--- src/design/ddmsf_pkg.sv ---
`timescale 1ns / 1ps
// ---------------------------------------------------------------------------
// ddmsf_pkg - constants for the wheel speed framer
// Fixed-point wheel constants, frame layout and the CRC-16/Modbus byte step.
// ---------------------------------------------------------------------------
package ddmsf_pkg;

	// Q20 constants: half track 0.1925 m and 60/436.46 rpm per mm/s
	localparam logic signed [18:0] HALF_TRACK_Q20 = 19'sd201851;
	localparam logic        [17:0] RPM_SCALE_Q20  = 18'd144147;

	// Frame layout
	localparam int HEAD_LEN = 7;
	localparam logic [7:0] FRAME_HEAD [HEAD_LEN] =
		'{8'h01, 8'h10, 8'h20, 8'h88, 8'h00, 8'h02, 8'h04};

	localparam logic [3:0] IDX_LEFT_HI  = 4'd7;
	localparam logic [3:0] IDX_LEFT_LO  = 4'd8;
	localparam logic [3:0] IDX_RIGHT_HI = 4'd9;
	localparam logic [3:0] IDX_RIGHT_LO = 4'd10;
	localparam logic [3:0] IDX_CRC_LO   = 4'd11;
	localparam logic [3:0] IDX_LAST     = 4'd12;

	// CRC-16/Modbus
	localparam logic [15:0] CRC_INIT = 16'hFFFF;
	localparam logic [15:0] CRC_POLY = 16'hA001;

	// One byte through the reflected CRC
	function automatic logic [15:0] crc_byte(input logic [15:0] crc_in,
		input logic [7:0] data);
		logic [15:0] c;
		c = crc_in ^ {8'h00, data};
		for (int i = 0; i < 8; i++) begin
			c = c[0] ? ((c >> 1) ^ CRC_POLY) : (c >> 1);
		end
		return c;
	endfunction

	// CRC over the fixed header, folded at elaboration
	function automatic logic [15:0] crc_head();
		logic [15:0] c;
		c = CRC_INIT;
		for (int k = 0; k < HEAD_LEN; k++) begin
			c = crc_byte(c, FRAME_HEAD[k]);
		end
		return c;
	endfunction

	localparam logic [15:0] CRC_HEAD = crc_head();

endpackage

--- src/design/diff_drive_modbus_speed_framer.sv ---
`timescale 1ns / 1ps
// ---------------------------------------------------------------------------
// diff_drive_modbus_speed_framer - wheel speed command framer
// Turns linear speed and yaw rate into a 13-byte Modbus write frame.
// ---------------------------------------------------------------------------
// Each accepted command word (linear_speed in mm/s, yaw_rate in mrad/s) is
// converted to right and left wheel rpm in Q20 fixed point and sent as one
// 13-byte frame: 01 10 20 88 00 02 04, left rpm (hi, lo), right rpm (hi, lo),
// then the CRC-16/Modbus low byte and high byte; last_byte marks the CRC high
// byte. A command passes through the pipeline stages and the output register
// before its first byte can leave. The output register sends one byte per
// cycle while byte_stall is low, and it sets the sustained command rate.
// The pipeline keeps taking commands while a frame is being sent and only
// stalls the input once all nine stages are full.
module diff_drive_modbus_speed_framer (
	input  logic              clk,
	input  logic              arst_n,
	input  logic              cmd_valid,
	output logic              cmd_stall,
	input  logic signed [15:0] linear_speed,
	input  logic signed [15:0] yaw_rate,
	output logic              byte_valid,
	input  logic              byte_stall,
	output logic        [7:0] frame_byte,
	output logic              last_byte
);
	import ddmsf_pkg::*;

	// Stage valids
	logic vld_s1, vld_s2, vld_s3, vld_s4, vld_s5, vld_s6, vld_s7, vld_s8, vld_s9;
	// Stage advance (slot empty or moving on)
	logic adv1, adv2, adv3, adv4, adv5, adv6, adv7, adv8, adv9;
	logic ser_ready, byte_take, load_w;

	// Stage payloads
	logic signed [15:0] v_s1;
	logic signed [34:0] turn_s1;
	logic signed [36:0] sum_r_s2, sum_l_s2;
	logic        [35:0] mag_r_s3, mag_l_s3;
	logic               neg_r_s3, neg_l_s3;
	logic        [35:0] pp_rh_s4, pp_rl_s4, pp_lh_s4, pp_ll_s4;
	logic               neg_r_s4, neg_l_s4;
	logic        [15:0] right_s5, left_s5;
	logic        [15:0] right_s6, left_s6, crc_s6;
	logic        [15:0] right_s7, left_s7, crc_s7;
	logic        [15:0] right_s8, left_s8, crc_s8;
	logic        [15:0] right_s9, left_s9, crc_s9;

	// Serializer
	logic        buf_valid_q;
	logic  [3:0] idx_q;
	logic [15:0] left_q, right_q, crc_q;

	// Combinational helpers
	logic signed [34:0] turn_w;
	logic signed [36:0] vq_w;
	logic        [53:0] prod_r_w, prod_l_w;
	logic        [13:0] q_r_w, q_l_w;

	// Flow control: backpressure ripples from the serializer
	assign byte_take = buf_valid_q && !byte_stall;
	assign ser_ready = !buf_valid_q || (byte_take && (idx_q == IDX_LAST));
	assign adv9 = !vld_s9 || ser_ready;
	assign adv8 = !vld_s8 || adv9;
	assign adv7 = !vld_s7 || adv8;
	assign adv6 = !vld_s6 || adv7;
	assign adv5 = !vld_s5 || adv6;
	assign adv4 = !vld_s4 || adv5;
	assign adv3 = !vld_s3 || adv4;
	assign adv2 = !vld_s2 || adv3;
	assign adv1 = !vld_s1 || adv2;
	assign cmd_stall = !adv1;
	assign load_w = ser_ready && vld_s9;

	// Valid bits
	always_ff @(posedge clk or negedge arst_n) begin
		if (!arst_n) begin
			vld_s1 <= 1'b0;
			vld_s2 <= 1'b0;
			vld_s3 <= 1'b0;
			vld_s4 <= 1'b0;
			vld_s5 <= 1'b0;
			vld_s6 <= 1'b0;
			vld_s7 <= 1'b0;
			vld_s8 <= 1'b0;
			vld_s9 <= 1'b0;
		end else begin
			if (adv1) vld_s1 <= cmd_valid;
			if (adv2) vld_s2 <= vld_s1;
			if (adv3) vld_s3 <= vld_s2;
			if (adv4) vld_s4 <= vld_s3;
			if (adv5) vld_s5 <= vld_s4;
			if (adv6) vld_s6 <= vld_s5;
			if (adv7) vld_s7 <= vld_s6;
			if (adv8) vld_s8 <= vld_s7;
			if (adv9) vld_s9 <= vld_s8;
		end
	end

	// Stage 1: yaw times half track
	assign turn_w = $signed(yaw_rate) * HALF_TRACK_Q20;

	always_ff @(posedge clk) begin
		if (adv1 && cmd_valid) begin
			v_s1    <= linear_speed;
			turn_s1 <= turn_w;
		end
	end

	// Stage 2: v*2^20 plus and minus turn
	assign vq_w = {v_s1[15], v_s1, 20'd0};

	always_ff @(posedge clk) begin
		if (adv2 && vld_s1) begin
			sum_r_s2 <= vq_w + 37'(turn_s1);
			sum_l_s2 <= vq_w - 37'(turn_s1);
		end
	end

	// Stage 3: sign and magnitude
	always_ff @(posedge clk) begin
		if (adv3 && vld_s2) begin
			neg_r_s3 <= sum_r_s2[36];
			neg_l_s3 <= sum_l_s2[36];
			mag_r_s3 <= sum_r_s2[36] ? 36'(-sum_r_s2) : sum_r_s2[35:0];
			mag_l_s3 <= sum_l_s2[36] ? 36'(-sum_l_s2) : sum_l_s2[35:0];
		end
	end

	// Stage 4: 18x18 partial products of magnitude times rpm scale
	always_ff @(posedge clk) begin
		if (adv4 && vld_s3) begin
			neg_r_s4 <= neg_r_s3;
			neg_l_s4 <= neg_l_s3;
			pp_rh_s4 <= mag_r_s3[35:18] * RPM_SCALE_Q20;
			pp_rl_s4 <= mag_r_s3[17:0] * RPM_SCALE_Q20;
			pp_lh_s4 <= mag_l_s3[35:18] * RPM_SCALE_Q20;
			pp_ll_s4 <= mag_l_s3[17:0] * RPM_SCALE_Q20;
		end
	end

	// Stage 5: combine, drop 40 fraction bits, restore sign (left is negated)
	assign prod_r_w = {pp_rh_s4, 18'd0} + 54'(pp_rl_s4);
	assign prod_l_w = {pp_lh_s4, 18'd0} + 54'(pp_ll_s4);
	assign q_r_w = prod_r_w[53:40];
	assign q_l_w = prod_l_w[53:40];

	always_ff @(posedge clk) begin
		if (adv5 && vld_s4) begin
			right_s5 <= neg_r_s4 ? 16'(-{2'b00, q_r_w}) : {2'b00, q_r_w};
			left_s5  <= neg_l_s4 ? {2'b00, q_l_w} : 16'(-{2'b00, q_l_w});
		end
	end

	// Stages 6-9: CRC over the four speed bytes, one byte per stage
	always_ff @(posedge clk) begin
		if (adv6 && vld_s5) begin
			left_s6  <= left_s5;
			right_s6 <= right_s5;
			crc_s6   <= crc_byte(CRC_HEAD, left_s5[15:8]);
		end
		if (adv7 && vld_s6) begin
			left_s7  <= left_s6;
			right_s7 <= right_s6;
			crc_s7   <= crc_byte(crc_s6, left_s6[7:0]);
		end
		if (adv8 && vld_s7) begin
			left_s8  <= left_s7;
			right_s8 <= right_s7;
			crc_s8   <= crc_byte(crc_s7, right_s7[15:8]);
		end
		if (adv9 && vld_s8) begin
			left_s9  <= left_s8;
			right_s9 <= right_s8;
			crc_s9   <= crc_byte(crc_s8, right_s8[7:0]);
		end
	end

	// Serializer control
	always_ff @(posedge clk or negedge arst_n) begin
		if (!arst_n) begin
			buf_valid_q <= 1'b0;
			idx_q       <= 4'd0;
		end else begin
			if (byte_take) begin
				if (idx_q == IDX_LAST) buf_valid_q <= 1'b0;
				else idx_q <= idx_q + 4'd1;
			end
			if (load_w) begin
				buf_valid_q <= 1'b1;
				idx_q       <= 4'd0;
			end
		end
	end

	// Serializer frame data
	always_ff @(posedge clk) begin
		if (load_w) begin
			left_q  <= left_s9;
			right_q <= right_s9;
			crc_q   <= crc_s9;
		end
	end

	// Byte select
	always_comb begin
		case (idx_q)
			IDX_LEFT_HI:  frame_byte = left_q[15:8];
			IDX_LEFT_LO:  frame_byte = left_q[7:0];
			IDX_RIGHT_HI: frame_byte = right_q[15:8];
			IDX_RIGHT_LO: frame_byte = right_q[7:0];
			IDX_CRC_LO:   frame_byte = crc_q[7:0];
			IDX_LAST:     frame_byte = crc_q[15:8];
			default:      frame_byte = FRAME_HEAD[idx_q[2:0]];
		endcase
	end

	assign byte_valid = buf_valid_q;
	assign last_byte  = (idx_q == IDX_LAST);

`ifndef ASSERT_OFF
	// An accepted command always lands in stage 1
	a_cmd_lands: assert property (@(posedge clk) disable iff (!arst_n)
		cmd_valid && !cmd_stall |=> vld_s1)
		else $error("accepted command lost at stage 1");

	// Mid-frame bytes step the index by one and keep the frame open
	a_idx_step: assert property (@(posedge clk) disable iff (!arst_n)
		byte_take && !last_byte |=> byte_valid && (idx_q == $past(idx_q) + 4'd1))
		else $error("frame index did not advance");

	// A blocked last stage holds its word
	a_s9_hold: assert property (@(posedge clk) disable iff (!arst_n)
		vld_s9 && !ser_ready |=> vld_s9 && $stable(crc_s9) && $stable(left_s9))
		else $error("stage 9 word changed while blocked");

	// A frame opens with the slave address byte
	a_head: assert property (@(posedge clk) disable iff (!arst_n)
		$past(load_w) |-> byte_valid && (idx_q == 4'd0) && (frame_byte == FRAME_HEAD[0]))
		else $error("frame did not start at the header");
`endif

endmodule

--- config.mk ---
export PLATFORM = sky130hd
export DESIGN_NAME = diff_drive_modbus_speed_framer
export DESIGN_NICKNAME = d
export VERILOG_FILES = /design/src/design/ddmsf_pkg.sv /design/src/design/diff_drive_modbus_speed_framer.sv
export SDC_FILE = /design/constraint.sdc
export NUM_CORES = 2
export LEC_CHECK = 0
export BUFFER_PORTS_ARGS = -buffer_cell sky130_fd_sc_hd__clkbuf_2
export CORE_ASPECT_RATIO = 1.4
export CORE_MARGIN = 4
export CORE_UTILIZATION = 40
export DETAILED_ROUTE_END_ITERATION = 10
export PLACE_DENSITY = 0.58
export SYNTH_ARGS = -nofsm -noshare
export SYNTH_HDL_FRONTEND = slang
export SYNTH_SLANG_ARGS = --single-unit
--- constraint.sdc ---
create_clock -name clk -period 14.3 [get_ports clk]
set_input_delay 2.145 -clock clk [delete_from_list [all_inputs] [get_ports clk]]
set_output_delay 2.145 -clock clk [all_outputs]
set_load 0.02 [all_outputs]
==> results.sh <==
export IMPL_status="complete, no violations"
export IMPL_finalCriticalPeriod_ns=7.80
export IMPL_setup_viol=0
export IMPL_p_int_mw=5.07
export IMPL_dpl_hpwl_mm=85.7
export IMPL_wl_per_cell_um=16.5
export IMPL_async_flop_share_pct=2.39
export IMPL_slew_headroom_pct=28.6
export IMPL_synth_area_mm2=0.0500
export IMPL_synth_ff_type="edfxtp_1"
export IMPL_fin_crit_sh_pct=54.6
export IMPL_grtUsageTotal_pct=15.7
export IMPL_crit_fanout=6
export IMPL_p_leak_nw=24.5
export IMPL_synth_most_common_cell="inv_1"
export IMPL_fin_setup_tns_ns=0
export IMPL_cap_violations=0
export IMPL_power_frac_comb_pct=52.8
export IMPL_peakVddDrop_v=0.0000933
export IMPL_cp_cell_sequence="clkbuf_2 -> inv_1 -> fa_1 -> fa_1 -> inv_1 -> ha_1 -> ha_1 -> inv_1 -> fa_1 -> inv_1 -> fa_1 -> ha_1 -> and3_1 -> a2111oi_0 -> a211oi_1 -> o211ai_1 -> o211ai_1 -> a31o_2 -> a21oi_1 -> o21ai_0 -> xnor2_1"
export IMPL_worstSetupPathType="in -> reg"
export IMPL_cts_path_max_buffers=3
export IMPL_root_buffer="clkbuf_16"
export IMPL_areaGrowthSynthToFinish_pct=8.52
export IMPL_grt_pass1_vias=31900
export IMPL_cts_resized=0
export IMPL_gp_congestion=0.895
export IMPL_hold_path_depth=0
export IMPL_start_kind="input port"
export IMPL_synth_seq_cells=587
export IMPL_dieArea_mm2=0.131
export IMPL_worst_pin_slew_ns=1.07
export IMPL_rsz0062_at_grt="no"
export IMPL_hold_path_class="reg -> reg"
export IMPL_synth_area_top_cells="edfxtp_1 (34%), ha_1 (22%), fa_1 (16%)"
export IMPL_synth_common_cells="inv_1 (899), ha_1 (887), edfxtp_1 (573)"
export IMPL_max_stage_delay_ns=0.83
export IMPL_fillCellCount=11500
export IMPL_rows=153
export IMPL_cts_tree="built"
export IMPL_grt_pass1_wl_mm=165
export IMPL_synth_cell_type_count=79
export IMPL_grt_start_max_net_pins=74
export IMPL_grt_remaining_overflow=0
export IMPL_drtPass1Iterations=7
export IMPL_remaining_drc_errors=0
export IMPL_fin_cells=6061
export IMPL_drive_above_1_share_pct=4.47
export IMPL_holdBufCountCts=0
export IMPL_regArea_mm2=0.0176
export IMPL_hold_violations=0
export IMPL_htreeDepth=2
export IMPL_clkSinkCount=587
export IMPL_cts_clk_slew_worst_paths_ns=0.07
export IMPL_drt_wl_total_mm=100
export IMPL_ios=47
export IMPL_fmax_mhz=128
export IMPL_antenna_found_initial=4
export IMPL_die_y_um=426
export IMPL_nets=5707
export IMPL_slowest_stage="a2111oi_0"
export IMPL_synth_nets=5631
export IMPL_die_w_um=307
export IMPL_swShare_pct=38.8
export IMPL_p_switching_mw=3.22
export IMPL_first_iter_violations=1159
export IMPL_cp_data_arrival_time_ns=8.18
export IMPL_via_per_inst=4.92
export IMPL_start_util_pct=40.2
export IMPL_multiInputGateArea_mm2=0.0289
export IMPL_required_ns=14.67
export IMPL_cellPowerDensity_mw_per_mm2=153
export IMPL_synth_edff_count=573
export IMPL_clockPowerShare_pct=19.3
export IMPL_worstRegToRegCells=20
export IMPL_dr_total_vias=29800
export IMPL_clkLatencyLatePin_ns=0.64
export IMPL_synth_top_area_share_pct=34.4
export IMPL_slew_violations=0
export IMPL_core_area_mm2=0.124
export IMPL_skew_ns=0.0373
export IMPL_syn_inst=4307
export IMPL_cp_end_kind="flip-flop"
export IMPL_dpl_cell_count=5951
export IMPL_portBuffers=46
export IMPL_ant_nets=0
export IMPL_postCtsSetupRepairBufs=0
export IMPL_syn_avg_cell_area_um2=11.6
export IMPL_yosys_warnings=0
export IMPL_synth_top_cell_by_area="edfxtp_1"
export IMPL_synth_seq_area_share_pct=35.1
export IMPL_numCtsBuffers=57
export IMPL_p_seq_share_pct=28.0
## power by group through the flow
stage	sequential [mW]	combinational (mW)	clock, mW
3_3_place_gp	2.35	4.34	0
4_1_cts	2.32	4.44	1.65
6_report	2.32	4.37	1.60
2_1_floorplan	2.32	3.41	0
3_5_place_dp	2.36	4.40	0
5_1_grt	2.33	5.05	1.72
## layout by cell type (no fill, tap or decap), types with 12 or more instances in the layout
cell,netlist,final
a211oi_1,21,21
a21o_1,48,48
a21oi_1,144,144
a31oi_1,21,20
and2_1,17,12
and3_1,15,15
clkbuf_16,0,58
clkbuf_2,0,46
dfrtp_1,14,14
edfxtp_1,573,573
fa_1,401,401
ha_1,887,887
inv_1,899,899
nand2_1,151,151
nand2b_1,25,25
nand3_1,41,41
nand4_1,25,25
nor2_1,133,133
nor2b_1,20,17
nor3_1,45,45
nor4_1,21,21
o211ai_1,27,27
o21a_1,23,23
o21ai_0,100,100
o21bai_1,22,22
o31ai_1,24,24
o41ai_1,14,14
or2_2,14,14
or3_1,26,26
or4_1,14,14
xnor2_1,254,254
xor2_1,81,81
## per-stage QoR
stage          area, um^2  setup slack (ns)  utilization [%]  power (mW)  hold slack, ns
3_5_place_dp        52200              5.79             42.0        6.76           0.405
3_3_place_gp        52200              5.85             42.0        6.70           0.401
5_1_grt             54200              6.02             43.7        9.09           0.419
2_1_floorplan       50000              5.85                -        5.73           0.400
4_1_cts             54200              6.49             43.7        8.41           0.413
6_report            54200              6.50             43.7        8.29           0.413
## path summary, 6_finish.rpt
path	slack (ns)	start	to
min in group asynchronous	1.48	arst_n	vld_s3
setup reg to reg	7.90	mag_l_s3[25]	pp_lh_s4[35]
max in group asynchronous	12.43	arst_n	vld_s6
setup / recovery	6.50	yaw_rate[1]	turn_s1[27]
hold / removal	0.41	right_s8[15]	right_s9[15]
hold reg to reg	0.41	right_s8[15]	right_s9[15]
## worst max-delay path, delay by kind of cell
family                     cells  cell delay [ns]
adders and majority gates      7             2.86
buffers and inverters          5             0.43
AOI/OAI and AO/OA              7             2.40
and+or+nand+nor                1             0.20
xor gates and xnor gates       1             0.14
## cells by family (layout without fill, tap and decap cells)
| logic type | after synthesis | after routing | share of synthesized area [%] |
|---|---|---|---|
| DFF | 587 | 587 | 35.1 |
| adders and majority gates | 1288 | 1288 | 38.3 |
| buffers and inverters | 942 | 1067 | 7.07 |
| xor gates and xnor gates | 337 | 337 | 5.96 |
| AOI/OAI and AO/OA | 570 | 570 | 7.66 |
| muxes | 3 | 3 | 0.0601 |
| other | 0 | 2 | 0 |
| and+or+nand+nor | 580 | 580 | 5.86 |
## per-layer routing
layer  share of wire (%)  GRT usage [%]
met5               0.034              0
met3                 1.8           1.43
met2                  57           32.2
met1                  38           16.7
met4                 3.3           4.91
## state kept, by name, summed over array words and instances, names as in the netlist, 18 cells and up
signal and flops:
pp_lh_s4 36, pp_rl_s4 18, mag_l_s3 35, pp_rh_s4 36
pp_ll_s4 18, sum_l_s2 36, sum_r_s2 37, mag_r_s3 36
turn_s1 35
## layout make-up
type / count / area share [%]
Timing Repair Buffer: 57 / 0.577
Antenna cell: 2 / 0.00923
Clock buffer: 69 / 2.81
Clock inverter: 39 / 0.893
Tap cell: 1627 / 3.75
Sequential cell: 587 / 32.4
Multi-Input combinational cell: 2778 / 53.4
Inverter: 902 / 6.24
Note: power is estimated with default switching activity, not from simulation.
